<file path="src/design/xcfr_pkg.sv">
// Shared types and constants of the XOR-checked frame receiver.
package xcfr_pkg;

    // Frame phases
    localparam logic [1:0] PH_START = 2'd0;
    localparam logic [1:0] PH_DATA  = 2'd1;
    localparam logic [1:0] PH_CHECK = 2'd2;

    // Result kinds
    localparam logic [1:0] KIND_PAY = 2'd0;
    localparam logic [1:0] KIND_OK  = 2'd1;
    localparam logic [1:0] KIND_REP = 2'd2;

    // Byte codes
    localparam logic [7:0] SYNC_VALUE  = 8'hB0;
    localparam logic [7:0] SYNC_MASK   = 8'hF0;
    localparam logic [7:0] RESP_OK     = 8'hDD;
    localparam logic [7:0] RESP_REPEAT = 8'hDB;

    localparam int STORE_DEPTH = 15;

    // Controller to datapath commands
    typedef struct packed {
        logic take;      // input transfer this cycle
        logic emit_ok;   // load ok response into output register
        logic emit_rep;  // load repeat request into output register
        logic emit_pay;  // load next stored payload byte
        logic rd_start;  // restart payload readout at entry zero
    } t_cmd;

    // Datapath to controller status
    typedef struct packed {
        logic       skip;
        logic [1:0] phase;
        logic       start_good;
        logic       cks_match;
        logic       len_zero;
        logic       rd_last;
        logic       out_free;
    } t_status;

endpackage

</file>
<file path="src/design/xor_checked_frame_receiver_top.sv">
// Top level of the XOR-checked frame receiver.
//
// Input channel (i_in_valid / o_in_ready) carries one received byte per
// transfer with a chunk-end flag. Output channel (o_out_valid / i_out_ready)
// carries results: ok response, repeat request or stored payload byte, with
// o_last on the final result caused by one input byte.
// Good start bytes, payload bytes and dropped bytes produce nothing.
// A bad start byte or a bad checksum shows a repeat request in the cycle after
// its transfer. A good checksum shows the ok response in the cycle after its
// transfer, then the N payload bytes one per cycle while the output is not
// stalled, from the payload store's registered read port; no input is taken
// during that readout. Any byte is taken only when the output register is free
// or being emptied in the same cycle.
// When the receiver stalls, the output register holds its result and the
// readout pauses. Reset returns to awaiting a start byte, clears the skip
// flag and empties the output register; the payload store is not cleared.
module xor_checked_frame_receiver_top (
    input  logic       i_clk,
    input  logic       i_rst_n,
    input  logic       i_in_valid,
    output logic       o_in_ready,
    input  logic [7:0] i_rx_byte,
    input  logic       i_chunk_end,
    output logic       o_out_valid,
    input  logic       i_out_ready,
    output logic [1:0] o_kind,
    output logic [7:0] o_out_byte,
    output logic       o_last
);
    import xcfr_pkg::*;

    t_cmd    cmd;
    t_status status;

    xcfr_ctrl u_ctrl (
        .i_clk      (i_clk),
        .i_rst_n    (i_rst_n),
        .i_in_valid (i_in_valid),
        .i_status   (status),
        .o_in_ready (o_in_ready),
        .o_cmd      (cmd)
    );

    xcfr_datapath u_datapath (
        .i_clk       (i_clk),
        .i_rst_n     (i_rst_n),
        .i_rx_byte   (i_rx_byte),
        .i_chunk_end (i_chunk_end),
        .i_out_ready (i_out_ready),
        .i_cmd       (cmd),
        .o_status    (status),
        .o_out_valid (o_out_valid),
        .o_kind      (o_kind),
        .o_out_byte  (o_out_byte),
        .o_last      (o_last)
    );

endmodule

</file>
<file path="src/design/xcfr_datapath.sv">
// Datapath: frame registers, payload store, readout counter and output register.
module xcfr_datapath (
    input  logic             i_clk,
    input  logic             i_rst_n,
    input  logic [7:0]       i_rx_byte,
    input  logic             i_chunk_end,
    input  logic             i_out_ready,
    input  xcfr_pkg::t_cmd    i_cmd,
    output xcfr_pkg::t_status o_status,
    output logic             o_out_valid,
    output logic [1:0]       o_kind,
    output logic [7:0]       o_out_byte,
    output logic             o_last
);
    import xcfr_pkg::*;

    logic [1:0] r_phase, n_phase;
    logic [3:0] r_len, n_len;
    logic [3:0] r_count, n_count;
    logic [7:0] r_xor, n_xor;
    logic       r_skip, n_skip;
    logic [3:0] r_rd_idx, n_rd_idx;
    logic [7:0] r_rd_data;
    logic [7:0] r_mem [0:STORE_DEPTH-1];
    logic       r_out_valid, n_out_valid;
    logic [1:0] r_kind, n_kind;
    logic [7:0] r_byte, n_byte;
    logic       r_last, n_last;

    logic [3:0] count_inc;
    logic       start_good;
    logic       cks_match;
    logic       rd_last;
    logic       wr_en;

    assign count_inc  = r_count + 4'd1;
    assign start_good = (i_rx_byte & SYNC_MASK) == SYNC_VALUE;
    assign cks_match  = i_rx_byte == r_xor;
    assign rd_last    = r_rd_idx == (r_len - 4'd1);
    assign wr_en      = i_cmd.take && !r_skip && (r_phase == PH_DATA);

    assign o_status.skip       = r_skip;
    assign o_status.phase      = r_phase;
    assign o_status.start_good = start_good;
    assign o_status.cks_match  = cks_match;
    assign o_status.len_zero   = r_len == 4'd0;
    assign o_status.rd_last    = rd_last;
    assign o_status.out_free   = !r_out_valid || i_out_ready;

    // Advance frame state on each input transfer
    always_comb begin
        n_phase = r_phase;
        n_len   = r_len;
        n_count = r_count;
        n_xor   = r_xor;
        n_skip  = r_skip;
        if (i_cmd.take) begin
            if (r_skip) begin
                if (i_chunk_end) begin
                    n_skip = 1'b0;
                end
            end else begin
                case (r_phase)
                    PH_DATA: begin
                        n_count = count_inc;
                        n_xor   = r_xor ^ i_rx_byte;
                        if (count_inc == r_len) begin
                            n_phase = PH_CHECK;
                        end
                    end
                    PH_CHECK: begin
                        n_phase = PH_START;
                        if (!cks_match) begin
                            n_skip = !i_chunk_end;
                        end
                    end
                    default: begin
                        if (!start_good) begin
                            n_phase = PH_START;
                            n_skip  = !i_chunk_end;
                        end else begin
                            n_len   = i_rx_byte[3:0];
                            n_xor   = 8'h00;
                            n_count = 4'd0;
                            n_phase = (i_rx_byte[3:0] == 4'd0) ? PH_CHECK : PH_DATA;
                        end
                    end
                endcase
            end
        end
    end

    // Step the readout counter
    always_comb begin
        n_rd_idx = r_rd_idx;
        if (i_cmd.rd_start) begin
            n_rd_idx = 4'd0;
        end else if (i_cmd.emit_pay) begin
            n_rd_idx = r_rd_idx + 4'd1;
        end
    end

    // Load the output register, drop it once transferred
    always_comb begin
        n_out_valid = r_out_valid;
        n_kind      = r_kind;
        n_byte      = r_byte;
        n_last      = r_last;
        if (i_out_ready) begin
            n_out_valid = 1'b0;
        end
        if (i_cmd.emit_ok) begin
            n_out_valid = 1'b1;
            n_kind      = KIND_OK;
            n_byte      = RESP_OK;
            n_last      = r_len == 4'd0;
        end else if (i_cmd.emit_rep) begin
            n_out_valid = 1'b1;
            n_kind      = KIND_REP;
            n_byte      = RESP_REPEAT;
            n_last      = 1'b1;
        end else if (i_cmd.emit_pay) begin
            n_out_valid = 1'b1;
            n_kind      = KIND_PAY;
            n_byte      = r_rd_data;
            n_last      = rd_last;
        end
    end

    always_ff @(posedge i_clk) begin
        if (!i_rst_n) begin
            r_phase     <= PH_START;
            r_len       <= 4'd0;
            r_count     <= 4'd0;
            r_xor       <= 8'h00;
            r_skip      <= 1'b0;
            r_rd_idx    <= 4'd0;
            r_out_valid <= 1'b0;
        end else begin
            r_phase     <= n_phase;
            r_len       <= n_len;
            r_count     <= n_count;
            r_xor       <= n_xor;
            r_skip      <= n_skip;
            r_rd_idx    <= n_rd_idx;
            r_out_valid <= n_out_valid;
        end
    end

    // Output payload registers
    always_ff @(posedge i_clk) begin
        r_kind <= n_kind;
        r_byte <= n_byte;
        r_last <= n_last;
    end

    // Payload store: one write port, registered read of the next entry
    always_ff @(posedge i_clk) begin
        if (wr_en) begin
            r_mem[r_count] <= i_rx_byte;
        end
        r_rd_data <= r_mem[n_rd_idx];
    end

    assign o_out_valid = r_out_valid;
    assign o_kind      = r_kind;
    assign o_out_byte  = r_byte;
    assign o_last      = r_last;

endmodule

</file>
<file path="src/design/xcfr_ctrl.sv">
// Controller: accepts bytes and sequences the response and payload readout.
module xcfr_ctrl (
    input  logic              i_clk,
    input  logic              i_rst_n,
    input  logic              i_in_valid,
    input  xcfr_pkg::t_status i_status,
    output logic              o_in_ready,
    output xcfr_pkg::t_cmd    o_cmd
);
    import xcfr_pkg::*;

    localparam logic S_IDLE = 1'b0;
    localparam logic S_READ = 1'b1;

    logic r_state, n_state;
    logic in_ready;

    assign in_ready = (r_state == S_IDLE) && i_status.out_free;

    // Decode commands for the datapath
    always_comb begin
        n_state        = r_state;
        o_cmd          = '0;
        o_cmd.take     = i_in_valid && in_ready;
        case (r_state)
            S_IDLE: begin
                if (o_cmd.take && !i_status.skip) begin
                    case (i_status.phase)
                        PH_DATA: begin
                        end
                        PH_CHECK: begin
                            if (i_status.cks_match) begin
                                o_cmd.emit_ok = 1'b1;
                                if (!i_status.len_zero) begin
                                    o_cmd.rd_start = 1'b1;
                                    n_state        = S_READ;
                                end
                            end else begin
                                o_cmd.emit_rep = 1'b1;
                            end
                        end
                        default: begin
                            if (!i_status.start_good) begin
                                o_cmd.emit_rep = 1'b1;
                            end
                        end
                    endcase
                end
            end
            S_READ: begin
                if (i_status.out_free) begin
                    o_cmd.emit_pay = 1'b1;
                    if (i_status.rd_last) begin
                        n_state = S_IDLE;
                    end
                end
            end
            default: begin
                n_state = S_IDLE;
            end
        endcase
    end

    always_ff @(posedge i_clk) begin
        if (!i_rst_n) begin
            r_state <= S_IDLE;
        end else begin
            r_state <= n_state;
        end
    end

    assign o_in_ready = in_ready;

endmodule

</file>
<file path="config.mk">
export PLATFORM = sky130hd
export DESIGN_NAME = xor_checked_frame_receiver_top
export DESIGN_NICKNAME = d
export VERILOG_FILES = /design/src/design/xcfr_pkg.sv /design/src/design/xor_checked_frame_receiver_top.sv /design/src/design/xcfr_datapath.sv /design/src/design/xcfr_ctrl.sv
export SDC_FILE = /design/constraint.sdc
export NUM_CORES = 1
export LEC_CHECK = 0
export ABC_CLOCK_PERIOD_IN_PS = 5440
export BUFFER_PORTS_ARGS = -buffer_cell sky130_fd_sc_hd__buf_2
export CORE_AREA = 2 2 137 139
export CTS_CLUSTER_SIZE = 12
export DETAILED_ROUTE_END_ITERATION = 8
export DIE_AREA = 0 0 139 141
export SYNTH_ARGS = -nofsm -noshare
export SYNTH_HDL_FRONTEND = slang
export SYNTH_HIERARCHICAL = 1
export SYNTH_SLANG_ARGS = --single-unit
export TNS_END_PERCENT = 20
</file>
<file path="constraint.sdc">
create_clock -name i_clk -period 5.44 [get_ports i_clk]
set_input_delay 0.272 -clock i_clk [delete_from_list [all_inputs] [get_ports i_clk]]
set_output_delay 0.272 -clock i_clk [all_outputs]
set_load 0.03 [all_outputs]
</file>
==> summary.md <==
| Metric | Value |
|---|---|
| Num ports | 26 |
| CTS clk-pin slew, worst paths | 0.07 ns |
| Max frequency | about 0.28 GHz |
| Initial antenna violation count | 0 |
| Final Wtd Congestion | between 0.8 and 0.9 |
| Fin crit share | 0.647 |
| GRT Util Overall | 0.210 |
| Worst Setup Start Kind | flip-flop |
| # hold bufs at CTS | 0 |
| Synth area leader | edfxtp_1 |
| Layout area overhead | 12.6% |
| Core Area | about 18000 µm² |
| 1st-pass router iterations | 5 |
| Syn Area/Cell | approximately 11 µm² |
| Final Instance Area | 8620 µm² |
| #FFs+latches synth | between 150 and 200 |
| Total congestion overflow | 0 |
| R2r setup slk | 1.92 ns |
| R2r worst-path depth | 7 |
| N_diodes | 0 |
| Vias per Instance | 6.06 |
| Detail Route Antenna Nets | 0 |
| Final slew viol count | 0 |
| CTS resizes | 0 |
| Post-synth EDFFs | 121 |
| Minimum clock period | 3.52 ns |
| Setup TNS Final | 0 ns |
| First-pass GRT wire length | 30900 µm |
| Crit path capture type | flip-flop |
| Die Wd | approximately 140 µm |
| Final hold violations | 0 |
| Worst-margin pin slew | 1.24 ns |
| Synthesized Nets | 691 |
| Pwr Total | between 2000 and 3000 µW |
| Pleak | 0.00287 µW |
| Crit-path max FO | 44 |
| Worst IR Drop VDD | 275 µV |
| Vias in the first global route | 5255 |
| Post-Syn Area | 7660 µm² |
| Largest net degree at the start of global routing | 45 |
| Worst setup path end | u_datapath/r_rd_data[6] |
| Die ar. | 19600 µm² |
| Die Y | approximately 140 µm |
| Post-Route Skew | roughly 0.0085 ns |
| WP data required | roughly 5.7 ns |
| DR vias | 5554 |
| Cell area after placement | ~8000 µm² |
| Htree depth | 4 |
| Setup crit start | u_datapath/r_rd_idx[0] |
| Netlist cell types | 60 |
| Status | finished, final reports clean |
| DR iter-0 viols | 600 |
| CP arrival | approximately 3.8 ns |
| DRC viols | 0 |
| RSZ-0062 raised after global routing | false |
| Synth async-reset ratio | 0 |
| FF-to-FF End | u_datapath/r_rd_data[6] |
| Seq/Total Area, Yosys | 0.587 |
| Nets | 692 |
| PwrDens | 317 nW/µm² |
| Clock Path Buffers | 2 |
| Endpoints failing setup | 0 |
| Area contributors post-synth | edfxtp_1 47%, dfxtp_1 11%, o211ai_1 5.3%, o21ai_0 3.3%, nor2_1 2.9% |
| TritonCTS clock tree | built |
| Post-CTS Setup Inserts | 0 |
| Hold Path Class | input pin to flip-flop |
| Syn. warnings | 6 |
| Gate Count Post-Synth | around 670 |
| Hpwl dp | 12700 µm |
| Proportion of layout cells with a drive suffix above 1 | 0.124 |
| Top cell type's share of synthesized area | 0.475 |
| Most frequent cells in the layout | 121 x edfxtp_1, 59 x nor2_1, 54 x o211ai_1 |
| Routed WL per cell | 22.4 µm |
| Root Buffer | clkbuf_16 |
| Worst skew pair latency | 0.43 ns |
| CP Class | flip-flop to flip-flop |
| Final Util | 0.472 |
| Clock net sink count | between 150 and 200 |
| Drt total wl | roughly 21000 µm |
| Commonest non-fill, non-tap cell in the layout | edfxtp_1 |
| Relative slew slack | 0.164 |
| Worst R2R Start | u_datapath/r_rd_idx[0] |
| Total CTS buffers | 17 |
| Max cap viols | 0 |
| Ys flop type | edfxtp_1 |
| Port Buf Inserts | 25 |
| Initial Utilization | 0.419 |
| Std cell rows | 50 |
[worst max-delay path: stages (launching register included)]
cell	delay [ns]
dfxtp_1	0.31
buf_4	0.48
ha_1	0.86
nand2b_1	0.72
o21ai_0	0.25
a211oi_1	0.13
a2111oi_0	0.50
a211oi_1	0.13
[routing by layer]
metal	global-route usage	wire length [µm]
met1	0.273	8830
met2	0.352	10000
met3	0.0425	1310
met4	0.0781	374
met5	0	0
[power by group]
group / internal [µW] / switching (µW)
Clock: 840 / 479
Combinational: 18.9 / 48.2
Sequential: 1340 / 3.12
Total: 2200 / 531
[layout make-up]
| type | instances | area [µm²] |
|---|---|---|
| tap | 234 | 293 |
| clock buffer | 20 | 457 |
| inverter | 23 | 86.3 |
| fill | 1645 | 9650 |
| timing repair buffer | 34 | 193 |
| sequential | 164 | 4490 |
| multi-input combinational | 430 | 2900 |
| clock inverter | 12 | 201 |
[stage by stage]
stage	hold slack [ns]	instances	setup WS [ns]
4_1_cts	0.0983	917	2.00
3_3_place_gp	0.429	885	1.97
6_report	0.109	917	1.92
3_5_place_dp	0.436	885	1.90
2_1_floorplan	0.371	669	2.77
5_1_grt	0.141	917	1.76
[how the worst min path moves through the flow]
stage	slack, ns	to	depth (start not counted)	start
after global routing	0.14	u_datapath/r_skip	3	i_chunk_end
after floorplan	0.37	u_datapath/r_mem[0][0]	0	i_rx_byte[0]
final	0.11	u_datapath/r_skip	3	i_chunk_end
after detailed placement	0.44	u_datapath/o_kind[0]	1	u_datapath/o_kind[0]
after CTS	0.1	u_datapath/r_skip	3	i_chunk_end
after global placement	0.43	u_datapath/o_kind[0]	1	u_datapath/o_kind[0]
[logic make-up (layout without fill, tap and decap cells)]
family / after synthesis / in the layout / share of synthesized area
flops: 164 / 164 / 0.587
mux: 22 / 22 / 0.0369
compound gates: 209 / 209 / 0.185
buf+inv: 75 / 89 / 0.0395
simple gates: 167 / 167 / 0.108
fa+ha+maj: 9 / 9 / 0.0147
xor+xnor: 23 / 23 / 0.0291
[synth_stat cells, types with 3 or more instances]
cell	n
a211oi_1	18
a21boi_0	3
a21oi_1	32
a222oi_1	5
and2_1	4
and3_1	3
buf_1	6
buf_2	5
buf_4	4
clkbuf_1	37
dfxtp_1	43
edfxtp_1	121
ha_1	9
inv_1	21
mux2i_1	17
mux4_2	5
nand2_1	43
nand2b_1	8
nand3_1	3
nand3b_1	10
nand4_1	3
nor2_1	60
nor2b_1	5
nor3_1	9
nor3b_1	4
o211a_1	7
o211ai_1	54
o21ai_0	50
o31ai_1	16
o32ai_1	6
or2_2	3
xnor2_1	18
xor2_1	3
[registers in the layout (all words and copies together) (netlist names), 2 cells and up]
name / flops
u_datapath/o_kind: 2
u_datapath/r_phase: 2
u_datapath/o_out_byte: 8
u_datapath/r_mem: 120
u_datapath/r_rd_idx: 4
u_datapath/r_xor: 8
u_datapath/r_rd_data: 8
u_datapath/r_len: 4
u_datapath/r_count: 4
Note: power is estimated with default switching activity, not from simulation.
